===== src/tle_pkg.sv =====
// Package for the terminal line editor: character codes, result kinds,
// the per-item response descriptor and default sizes. No dependencies.
package tle_pkg;

	localparam int LINE_DEPTH_DEF = 64;

	localparam logic [7:0] CH_LF  = 8'h0A;
	localparam logic [7:0] CH_CR  = 8'h0D;
	localparam logic [7:0] CH_BS  = 8'h08;
	localparam logic [7:0] CH_DEL = 8'h7F;
	localparam logic [7:0] CH_SP  = 8'h20;

	localparam logic [1:0] KIND_ECHO      = 2'd0;
	localparam logic [1:0] KIND_DATA      = 2'd1;
	localparam logic [1:0] KIND_NOT_READY = 2'd2;
	localparam logic [1:0] KIND_REFUSED   = 2'd3;

	typedef enum logic [2:0] {
		OP_CHAR,
		OP_EOL,
		OP_ERASE,
		OP_REFUSED,
		OP_NOT_READY,
		OP_READ
	} resp_op_t;

	typedef struct packed {
		resp_op_t   op;
		logic [7:0] ch;
		logic       line_end;
	} resp_desc_t;

endpackage


===== src/tle_line_ram.sv =====
// Line store: single-port-write, single-port-read synchronous memory with
// a registered read. Depends on nothing.
module tle_line_ram #(
	parameter int DEPTH  = 64,
	parameter int ADDR_W = 6
) (
	input  logic              clk,
	input  logic              we,
	input  logic [ADDR_W-1:0] waddr,
	input  logic [7:0]        wdata,
	input  logic              re,
	input  logic [ADDR_W-1:0] raddr,
	output logic [7:0]        rdata_q
);

	logic [7:0] mem [DEPTH];

	always_ff @(posedge clk) begin
		if (we) begin
			mem[waddr] <= wdata;
		end
	end

	always_ff @(posedge clk) begin
		if (re) begin
			rdata_q <= mem[raddr];
		end
	end

endmodule


===== src/tle_ctrl.sv =====
// Editing control: decodes each accepted transaction, updates the fill count,
// read position and mode, drives the line store ports. Depends on tle_pkg.
module tle_ctrl #(
	parameter int LINE_DEPTH = tle_pkg::LINE_DEPTH_DEF,
	parameter int ADDR_W     = $clog2(LINE_DEPTH),
	parameter int CNT_W      = $clog2(LINE_DEPTH + 1)
) (
	input  logic                 clk,
	input  logic                 arst_n,
	input  logic                 in_valid,
	output logic                 in_ready,
	input  logic                 in_action,
	input  logic [7:0]           in_byte,
	output logic                 mem_we,
	output logic [ADDR_W-1:0]    mem_waddr,
	output logic [7:0]           mem_wdata,
	output logic                 mem_re,
	output logic [ADDR_W-1:0]    mem_raddr,
	output logic                 valid_s1,
	output tle_pkg::resp_desc_t  desc_s1,
	input  logic                 take_s1
);

	import tle_pkg::*;

	logic [CNT_W-1:0]  fill_q;
	logic [ADDR_W-1:0] rdpos_q;
	logic              collecting_q;

	logic              accept;
	logic              is_eol;
	logic              is_erase;
	logic              has_resp;
	resp_desc_t        desc_d;
	logic [CNT_W-1:0]  fill_d;
	logic [ADDR_W-1:0] rdpos_d;
	logic              collecting_d;
	logic [CNT_W-1:0]  rdpos_next;

	assign in_ready   = !valid_s1 || take_s1;
	assign accept     = in_valid && in_ready;
	assign is_eol     = (in_byte == CH_LF) || (in_byte == CH_CR);
	assign is_erase   = (in_byte == CH_BS) || (in_byte == CH_DEL);
	assign rdpos_next = CNT_W'(rdpos_q) + CNT_W'(1);

	assign mem_waddr = fill_q[ADDR_W-1:0];
	assign mem_raddr = rdpos_q;

	// A read never meets a write in the same cycle, and the closing write lands
	// before the first read can be issued, so no forwarding is needed.
	always_comb begin
		has_resp      = 1'b0;
		desc_d.op     = OP_CHAR;
		desc_d.ch     = in_byte;
		desc_d.line_end = 1'b0;
		fill_d        = fill_q;
		rdpos_d       = rdpos_q;
		collecting_d  = collecting_q;
		mem_we        = 1'b0;
		mem_wdata     = in_byte;
		mem_re        = 1'b0;
		if (accept) begin
			if (!in_action) begin
				if (!collecting_q) begin
					has_resp  = 1'b1;
					desc_d.op = OP_REFUSED;
				end else if (!is_eol && fill_q >= CNT_W'(LINE_DEPTH - 1)) begin
					has_resp = 1'b0;
				end else if (is_erase) begin
					if (fill_q != '0) begin
						has_resp  = 1'b1;
						desc_d.op = OP_ERASE;
						fill_d    = fill_q - CNT_W'(1);
					end
				end else if (is_eol) begin
					has_resp     = 1'b1;
					desc_d.op    = OP_EOL;
					mem_we       = 1'b1;
					mem_wdata    = CH_LF;
					fill_d       = fill_q + CNT_W'(1);
					collecting_d = 1'b0;
					rdpos_d      = '0;
				end else begin
					has_resp  = 1'b1;
					desc_d.op = OP_CHAR;
					mem_we    = 1'b1;
					fill_d    = fill_q + CNT_W'(1);
				end
			end else if (collecting_q) begin
				has_resp  = 1'b1;
				desc_d.op = OP_NOT_READY;
			end else begin
				has_resp  = 1'b1;
				desc_d.op = OP_READ;
				mem_re    = 1'b1;
				if (rdpos_next >= fill_q) begin
					desc_d.line_end = 1'b1;
					rdpos_d         = '0;
					fill_d          = '0;
					collecting_d    = 1'b1;
				end else begin
					rdpos_d = rdpos_next[ADDR_W-1:0];
				end
			end
		end
	end

	always_ff @(posedge clk or negedge arst_n) begin
		if (!arst_n) begin
			fill_q       <= '0;
			rdpos_q      <= '0;
			collecting_q <= 1'b1;
			valid_s1     <= 1'b0;
		end else begin
			fill_q       <= fill_d;
			rdpos_q      <= rdpos_d;
			collecting_q <= collecting_d;
			if (accept) begin
				valid_s1 <= has_resp;
			end else if (take_s1) begin
				valid_s1 <= 1'b0;
			end
		end
	end

	always_ff @(posedge clk) begin
		if (accept) begin
			desc_s1 <= desc_d;
		end
	end

endmodule


===== src/tle_emit.sv =====
// Result sequencer: expands one response descriptor into its one to three
// result transactions behind an output register. Depends on tle_pkg.
module tle_emit (
	input  logic                clk,
	input  logic                arst_n,
	input  logic                in_valid,
	input  tle_pkg::resp_desc_t in_desc,
	input  logic [7:0]          in_rdata,
	output logic                in_take,
	output logic                out_valid,
	input  logic                out_ready,
	output logic [1:0]          out_kind,
	output logic [7:0]          out_data,
	output logic                out_last
);

	import tle_pkg::*;

	resp_op_t   op_q;
	logic [7:0] data_q;
	logic       end_q;
	logic [1:0] step_q;
	logic       valid_q;
	logic       final_step;
	logic       done;

	assign out_valid = valid_q;
	assign done      = valid_q && out_ready && final_step;
	assign in_take   = in_valid && (!valid_q || done);

	always_comb begin
		out_kind   = KIND_ECHO;
		out_data   = 8'h00;
		out_last   = 1'b1;
		final_step = 1'b1;
		unique case (op_q)
			OP_CHAR: begin
				out_data = data_q;
			end
			OP_EOL: begin
				final_step = (step_q == 2'd1);
				out_last   = final_step;
				out_data   = final_step ? CH_LF : CH_CR;
			end
			OP_ERASE: begin
				final_step = (step_q == 2'd2);
				out_last   = final_step;
				out_data   = (step_q == 2'd1) ? CH_SP : CH_BS;
			end
			OP_REFUSED: begin
				out_kind = KIND_REFUSED;
			end
			OP_NOT_READY: begin
				out_kind = KIND_NOT_READY;
			end
			OP_READ: begin
				out_kind = KIND_DATA;
				out_data = data_q;
				out_last = end_q;
			end
			default: begin
				out_kind = KIND_ECHO;
			end
		endcase
	end

	always_ff @(posedge clk or negedge arst_n) begin
		if (!arst_n) begin
			valid_q <= 1'b0;
			step_q  <= 2'd0;
		end else if (in_take) begin
			valid_q <= 1'b1;
			step_q  <= 2'd0;
		end else if (done) begin
			valid_q <= 1'b0;
			step_q  <= 2'd0;
		end else if (valid_q && out_ready) begin
			step_q <= step_q + 2'd1;
		end
	end

	always_ff @(posedge clk) begin
		if (in_take) begin
			op_q   <= in_desc.op;
			end_q  <= in_desc.line_end;
			data_q <= (in_desc.op == OP_READ) ? in_rdata : in_desc.ch;
		end
	end

endmodule


===== src/terminal_line_editor.sv =====
// Terminal line editor top level: control stage, line store memory and
// result sequencer. Depends on tle_pkg, tle_ctrl, tle_line_ram, tle_emit.
//
// The slave channel carries one transaction per received byte or read
// request: tuser is the action (0 byte from the link, 1 reader request) and
// tdata the received byte. The master channel carries results: tuser is the
// kind (echo, read data, not ready, refused), tdata the character and tlast
// marks the final result of a transaction, or for read data the end of line.
// A received byte gives at most three echo results; the result sequencer
// sets the sustained pace at one result per cycle while the receiver is
// ready. After acceptance, a transaction passes the control stage, where
// the line store is read or written, and then the output register before
// its first result appears. Input is accepted while earlier results
// drain, as long as the control stage can hand its transaction to the
// sequencer. When the receiver stalls, results hold and the input channel
// stops after one more transaction that has results; bytes that are
// dropped without a result are still taken. Reset empties the line and
// starts collecting; the store contents are not cleared.
module terminal_line_editor #(
	parameter int LINE_DEPTH = tle_pkg::LINE_DEPTH_DEF
) (
	input  logic       clk,
	input  logic       arst_n,
	input  logic       s_axis_tvalid,
	output logic       s_axis_tready,
	input  logic [7:0] s_axis_tdata,  // [7:0] rx_byte
	input  logic       s_axis_tuser,  // [0] action
	output logic       m_axis_tvalid,
	input  logic       m_axis_tready,
	output logic [7:0] m_axis_tdata,  // [7:0] data
	output logic [1:0] m_axis_tuser,  // [1:0] kind
	output logic       m_axis_tlast
);

	import tle_pkg::*;

	localparam int ADDR_W = $clog2(LINE_DEPTH);
	localparam int CNT_W  = $clog2(LINE_DEPTH + 1);

	logic              mem_we;
	logic [ADDR_W-1:0] mem_waddr;
	logic [7:0]        mem_wdata;
	logic              mem_re;
	logic [ADDR_W-1:0] mem_raddr;
	logic [7:0]        mem_rdata;
	logic              valid_s1;
	resp_desc_t        desc_s1;
	logic              take_s1;

	tle_ctrl #(
		.LINE_DEPTH(LINE_DEPTH),
		.ADDR_W    (ADDR_W),
		.CNT_W     (CNT_W)
	) u_ctrl (
		.clk      (clk),
		.arst_n   (arst_n),
		.in_valid (s_axis_tvalid),
		.in_ready (s_axis_tready),
		.in_action(s_axis_tuser),
		.in_byte  (s_axis_tdata),
		.mem_we   (mem_we),
		.mem_waddr(mem_waddr),
		.mem_wdata(mem_wdata),
		.mem_re   (mem_re),
		.mem_raddr(mem_raddr),
		.valid_s1 (valid_s1),
		.desc_s1  (desc_s1),
		.take_s1  (take_s1)
	);

	tle_line_ram #(
		.DEPTH (LINE_DEPTH),
		.ADDR_W(ADDR_W)
	) u_ram (
		.clk    (clk),
		.we     (mem_we),
		.waddr  (mem_waddr),
		.wdata  (mem_wdata),
		.re     (mem_re),
		.raddr  (mem_raddr),
		.rdata_q(mem_rdata)
	);

	tle_emit u_emit (
		.clk      (clk),
		.arst_n   (arst_n),
		.in_valid (valid_s1),
		.in_desc  (desc_s1),
		.in_rdata (mem_rdata),
		.in_take  (take_s1),
		.out_valid(m_axis_tvalid),
		.out_ready(m_axis_tready),
		.out_kind (m_axis_tuser),
		.out_data (m_axis_tdata),
		.out_last (m_axis_tlast)
	);

endmodule

===== config.mk =====
export PLATFORM = sky130hd
export DESIGN_NAME = terminal_line_editor
export DESIGN_NICKNAME = d
export VERILOG_FILES = /design/src/tle_pkg.sv /design/src/tle_line_ram.sv /design/src/tle_ctrl.sv /design/src/tle_emit.sv /design/src/terminal_line_editor.sv
export SDC_FILE = /design/constraint.sdc
export NUM_CORES = 1
export LEC_CHECK = 0
export BUFFER_PORTS_ARGS = -buffer_cell sky130_fd_sc_hd__clkbuf_2
export CAP_MARGIN = 20
export CORE_MARGIN = 3
export CORE_UTILIZATION = 36
export CTS_BUF_LIST = sky130_fd_sc_hd__clkbuf_2
export DETAILED_ROUTE_END_ITERATION = 6
export GPL_TIMING_DRIVEN = 0
export PLACE_DENSITY_LB_ADDON = 0.12
export SLEW_MARGIN = 20
export SYNTH_ARGS = -nofsm -noshare
export SYNTH_HDL_FRONTEND = slang
export SYNTH_HIERARCHICAL = 1
export SYNTH_SLANG_ARGS = --single-unit

===== constraint.sdc =====
create_clock -name clk -period 11.9 [get_ports clk]
set_clock_uncertainty 0.05 [all_clocks]
set_input_delay 1.19 -clock clk [delete_from_list [all_inputs] [get_ports clk]]
set_output_delay 1.19 -clock clk [all_outputs]
set_load 0.02 [all_outputs]

==> out/qor.yml, run 1 <==
io_pins: 26
htreeDepth: 4
core_sq_um: 62200
start_util_pct: 36.7
fp.dieH_microns: 258
finalWirelength_microns: 61600
drt_iter0_markers: 1080
rr_worst_depth: 11
areaGrowthSynthToFinish_pct: 13.3
cp-end-kind: "flip-flop"
final_common_cell: "edfxtp_1"
worstSetupPathType: "reg -> reg"
nFillCells: 5658
crit_path_end: "u_ram/mem[25][4]"
multi_input_area_sq_um: 5600
grt_max_degree: 65
drive_above_1_share_pct: 32.5
post-route-cell-area_sq_um: 25900
ctsResizeCount: 0
yosys_warnings: 6
syn_area_per_cell_sq_um: 19.2
cts_tree: "done"
finalCriticalPeriod_ps: 5620
via_count: 12300
worstSkewPairLatency_ps: 1300
setup_viol: 0
slew_headroom_pct: 29.6
cts.sinks: 562
vias_per_cell: 5.30
rsz0062_at_grt: "no"
grt_pass1_vias: 12600
synthesis.nets: 1218
synth_flop_cell: "edfxtp_1"
synth_edf_count: 544
num_rows: 91
cp_max_fo: 14
holdWs_ps: 340
antenna_found_initial: 1
clockBufferDepth: 3
finalHoldViolCount: 0
die_area_sq_um: 66500
grt_pass1_wl_microns: 87700
cp-startpoint: "u_emit/step_q[1]"
worst_slew_pin_slew_ps: 1050
p_total_mw: 5.02
max_freq_mhz: 178
root_buffer: "clkbuf_2"
place_hpwl_microns: 39900
r2r-end: "u_ram/mem[25][4]"
clk_pin_slew_ps: 90
cp.required_ps: 12720
regArea_sq_um: 16800
p_leak_nw: 8.49
drv_slew: 0
ant_nets: 0
io_buffers: 25
min_period_over_period_pct: 47.2
placed_cell_area_sq_um: 24200
fin_nets: 1416
synth.cell_area_sq_um: 22800
irDropWorstVdd_mv: 0.0963
gp_congestion: 0.828
hold_path.class: "in -> async"
ys_types: 66
drc_errors: 0
cap_violations: 0
netlist_instances: 1189
synthArstFlopShare_pct: 3.20
detail_route.first_pass.iterations: 5
reg2reg_from: "u_emit/step_q[1]"
crit_arrival_ps: 6440
rrSetupSlack_ps: 6280
fin_tns_setup_ps: 0
fin_cells: 2330
status: "complete, no violations"
grt_overflow: 0
chipWidth_microns: 258
cts_made_buffers: 149
synth_seq_area_share_pct: 73.6
grt_usage_pct: 18.7
post_drt_wl_per_cell_microns: 26.4
power_density_nw_per_um2: 194
critPathLaunchType: "flip-flop"
ys_ff_latch: 562
most-common-layout-cells: "edfxtp_1 (544), clkbuf_2 (248), mux4_2 (126)"
dp_cells: 2061
[final cells by class]
cell class | count | area share, %
Buffer | 65 | 1.61
Timing Repair Buffer | 47 | 1.71
Sequential cell | 562 | 64.9
Multi-Input combinational cell | 544 | 21.7
Tap cell | 837 | 4.05
Clock buffer | 223 | 4.32
Inverter | 18 | 0.261
Clock inverter | 31 | 1.42
Antenna cell | 3 | 0.0290
[stage by stage]
step                      util [%]  setup WS [ps]
final                         41.6           6280
after global routing          41.6           5970
after CTS                     41.6           6360
after detailed placement      39.0           5960
after global placement        38.6           4290
after floorplan                  -           6820
[worst min-delay path by stage]
stage / startpoint / endpoint / depth (start not counted)
after CTS: arst_n / u_ctrl/mem_raddr[5] / 2
after floorplan: u_ctrl/desc_s1[0] / u_emit/end_q / 0
after global routing: arst_n / u_ctrl/mem_raddr[4] / 2
final: arst_n / u_ctrl/fill_q[3] / 2
after detailed placement: u_ctrl/desc_s1[0] / u_emit/end_q / 0
after global placement: u_ctrl/desc_s1[0] / u_emit/end_q / 0
[kinds of logic after synthesis]
kind of cell / synth area share (%)
AND/OR/NAND/NOR: 5.00
AO/OA/AOI/OAI: 3.46
adder cells (fa/ha/maj): 0.910
XOR/XNOR: 0.307
buffers and inverters: 2.07
multiplexers: 14.7
flip-flops: 73.6
[timing repair]
| item | 4_1_cts | 5_1_grt |
|---|---|---|
| endpoints found under the hold margin | 32 | 0 |
| buffers inserted | 0 | 0 |
| hold buffers | 12 | 0 |
[registers in the layout, summed over array words and instances, names as in the netlist]
signal,flops
u_ctrl/desc_s1,12
u_emit/step_q,2
u_ctrl/mem_raddr,6
u_emit/data_q,8
u_ctrl/collecting_q,1
u_ram/mem,512
u_ram/rdata_q,8
u_emit/op_q,3
u_ctrl/valid_s1,1
u_emit/end_q,1
u_ctrl/fill_q,7
u_emit/out_valid,1
[synthesized netlist by cell type (all sizes together), types with 6 or more instances]
| master | n | area [sq um] |
|---|---|---|
| a21o | 6 | 45.0 |
| a21oi | 17 | 96.4 |
| a221oi | 6 | 52.6 |
| buf | 43 | 315 |
| clkbuf | 21 | 78.8 |
| dfrtp | 17 | 425 |
| edfxtp | 544 | 16300 |
| ha | 15 | 188 |
| inv | 18 | 67.6 |
| mux2 | 22 | 248 |
| mux2i | 27 | 270 |
| mux4 | 126 | 2840 |
| nand2 | 40 | 150 |
| nand2b | 17 | 106 |
| nand3 | 26 | 130 |
| nor2 | 93 | 349 |
| nor2b | 19 | 119 |
| nor3 | 8 | 40.0 |
| o21ai | 19 | 95.1 |
| o221ai | 8 | 70.1 |
| o22ai | 9 | 56.3 |
[where the power goes]
| part | switching [mW] | internal [mW] | leakage, nW | total [mW] |
|---|---|---|---|---|
| logic | 0.764 | 0.562 | 2.29 | 1.33 |
| registers | 0.0198 | 2.20 | 5.10 | 2.22 |
| clock network | 0.780 | 0.688 | 1.10 | 1.47 |
| total | 1.56 | 3.45 | 8.49 | 5.02 |
[critical path, cell delays in order (launching register included)]
cell	delay, ps
dfrtp_1	410
inv_1	60
ha_1	260
nor4b_2	90
o32ai_2	530
nand2b_1	220
nand2_1	130
inv_1	440
nand3_1	240
nor3_1	770
nand3_1	930
nor2_1	1050
[layer usage]
layer,global-route usage [%],routed length (microns),vias up
met3,4.82,3880,92
met1,26.0,27400,6510
met5,0,0,-
met2,29.0,29000,418
li1,-,-,5321
met4,6.12,1220,0
(Power assumes the default switching activity.)
==> run 2: changes to the inputs <==
clock period = 5 ns   (was 11.9 ns; I/O delays follow)
==> out/qor.yml, run 2 (synthesized netlist as in run 1, its figures left out) <==
grt_pass1_vias: 12700
finalCriticalPeriod_ps: 4920
cts.sinks: 562
nFillCells: 5632
num_rows: 91
die_area_sq_um: 66500
gp_congestion: 0.828
drc_errors: 0
rsz0062_at_grt: "yes"
hold_path_end: "u_ram/mem[36][2]"
holdWs_ps: 310
drt_iter0_markers: 1114
top_register: "u_ram/mem"
worstSkewPairLatency_ps: 1300
finalWirelength_microns: 61700
top_regs: "u_ram/mem: 512 flops, u_ctrl/desc_s1: 12 flops"
place_hpwl_microns: 39900
status: "complete, no violations"
switching_power_mw: 3.72
fin_cells: 2348
start_util_pct: 36.7
min_path_cells: 3
detail_route.first_pass.iterations: 5
final_common_cell: "edfxtp_1"
switching_share_pct: 31.2
grt_pass1_wl_microns: 88300
io_buffers: 25
chipWidth_microns: 258
fin_nets: 1434
clockBufferDepth: 3
pwr-share-comb_pct: 26.5
finalHoldViolCount: 0
critPathLaunchType: "flip-flop"
drive_above_1_share_pct: 36.4
worst_slew_pin_slew_ps: 1060
max_freq_mhz: 203
cp_max_fo: 14
cap_violations: 0
rr_worst_depth: 12
grt_max_degree: 65
cp.required_ps: 5830
hold_path.class: "in -> reg"
irDropWorstVdd_mv: 0.229
cp-end-kind: "flip-flop"
dp_cells: 2061
min_period_over_period_pct: 98.4
rrSetupSlack_ps: 80
ant_nets: 0
reg2reg_from: "u_emit/step_q[1]"
core_sq_um: 62200
io_pins: 26
largest_reg_flops: 512
r2r-end: "u_ram/mem[12][1]"
post_drt_wl_per_cell_microns: 26.3
hp-start: "s_axis_tdata[2]"
worstSetupPathType: "reg -> reg"
regArea_sq_um: 16800
grt_usage_pct: 18.8
grt_overflow: 0
antenna_found_initial: 1
drv_slew: 0
power_density_nw_per_um2: 454
slew_headroom_pct: 29.6
multi_input_area_sq_um: 5870
intPower_mw: 8.22
seqPwrFrac_pct: 44.3
vias_per_cell: 5.28
htreeDepth: 4
areaGrowthSynthToFinish_pct: 15.2
setup_viol: 0
via_count: 12400
fp.dieH_microns: 258
most-common-layout-cells: "edfxtp_1 (544), clkbuf_2 (248), mux4_2 (126)"
cts_tree: "done"
clk_pin_slew_ps: 100
pwr-share-clk_pct: 29.2
crit_arrival_ps: 5750
cts_made_buffers: 149
root_buffer: "clkbuf_2"
p_leak_nw: 8.57
==> run 2: changes by cell type in the layout (fill, tap and decap cells not counted), sizes merged <==
| cell | before | now |
|---|---|---|
| buf | 54 | 59 |
| dlygate4sd3 | 12 | 25 |
==> run 2: per-stage QoR <==
stage	TNS, ps	utilization, %	setup slack, ps	total power [mW]	area [sq um]
5_1_grt	-26420	42.3	-229	12.5	26300
4_1_cts	-12030	42.0	-149	12.1	26100
3_5_place_dp	-122550	39.0	-428	8.56	24200
6_report	0	42.3	80.6	11.9	26300
3_3_place_gp	-939520	38.6	-2320	8.55	24000
2_1_floorplan	0	-	392	7.42	22800
==> run 2: power by group through the flow <==
| stage | Clock [mW] | Sequential (mW) | Combinational (mW) |
|---|---|---|---|
| 3_5_place_dp | 0 | 5.40 | 3.17 |
| 2_1_floorplan | 0 | 5.38 | 2.03 |
| 3_3_place_gp | 0 | 5.41 | 3.14 |
| 5_1_grt | 3.90 | 5.30 | 3.33 |
| 6_report | 3.49 | 5.29 | 3.16 |
| 4_1_cts | 3.65 | 5.29 | 3.19 |
==> run 2: area by class of cell <==
| type | instances | area share, % |
|---|---|---|
| Timing Repair Buffer | 65 | 2.36 |
| Buffer | 65 | 1.58 |
| Sequential cell | 562 | 63.8 |
| Antenna cell | 3 | 0.0285 |
| Inverter | 18 | 0.257 |
| Clock buffer | 223 | 4.24 |
| Tap cell | 837 | 3.98 |
| Multi-Input combinational cell | 544 | 22.3 |
| Clock inverter | 31 | 1.40 |
==> run 2: what timing repair did <==
item                       CTS  global route
hold endpoints to repair   589             0
setup endpoints to repair  478           368
hold buffers                25             0
gates resized for setup     52            30
pin swaps                    0             2
buffers inserted             2             3
==> run 2: routing by layer <==
| metal | up-vias | share of wire, % | global-route usage (%) |
|---|---|---|---|
| li1 | 5361 | - | - |
| met3 | 84 | 7.0 | 4.86 |
| met1 | 6529 | 44 | 26.2 |
| met4 | 0 | 1.8 | 6.17 |
| met5 | - | 0 | 0 |
| met2 | 413 | 47 | 29.1 |
==> run 2: how the worst max path moves through the flow <==
stage / start / end / slack, ps / cells past startpoint
6_report: u_emit/step_q[1] / u_ram/mem[12][1] / 80 / 12
5_1_grt: u_emit/step_q[1] / u_ram/mem[58][1] / -230 / 12
4_1_cts: u_emit/step_q[1] / u_ram/mem[44][2] / -150 / 12
3_5_place_dp: u_emit/step_q[1] / u_ram/mem[25][4] / -430 / 11
3_3_place_gp: u_emit/step_q[0] / u_ram/mem[60][0] / -2320 / 9
2_1_floorplan: u_emit/step_q[1] / u_ram/mem[62][0] / 390 / 12
==> run 2: critical path, stage by stage (launching register included) <==
cell and delay [ps]:
dfrtp_1 410, inv_1 60, ha_1 260, nor4b_2 90, o32ai_2 530, nand2b_1 220, nand2_1 130, inv_1 430
nand3_1 300, nor3_4 400, nor2b_1 370, nand2_1 560, nor2_2 690
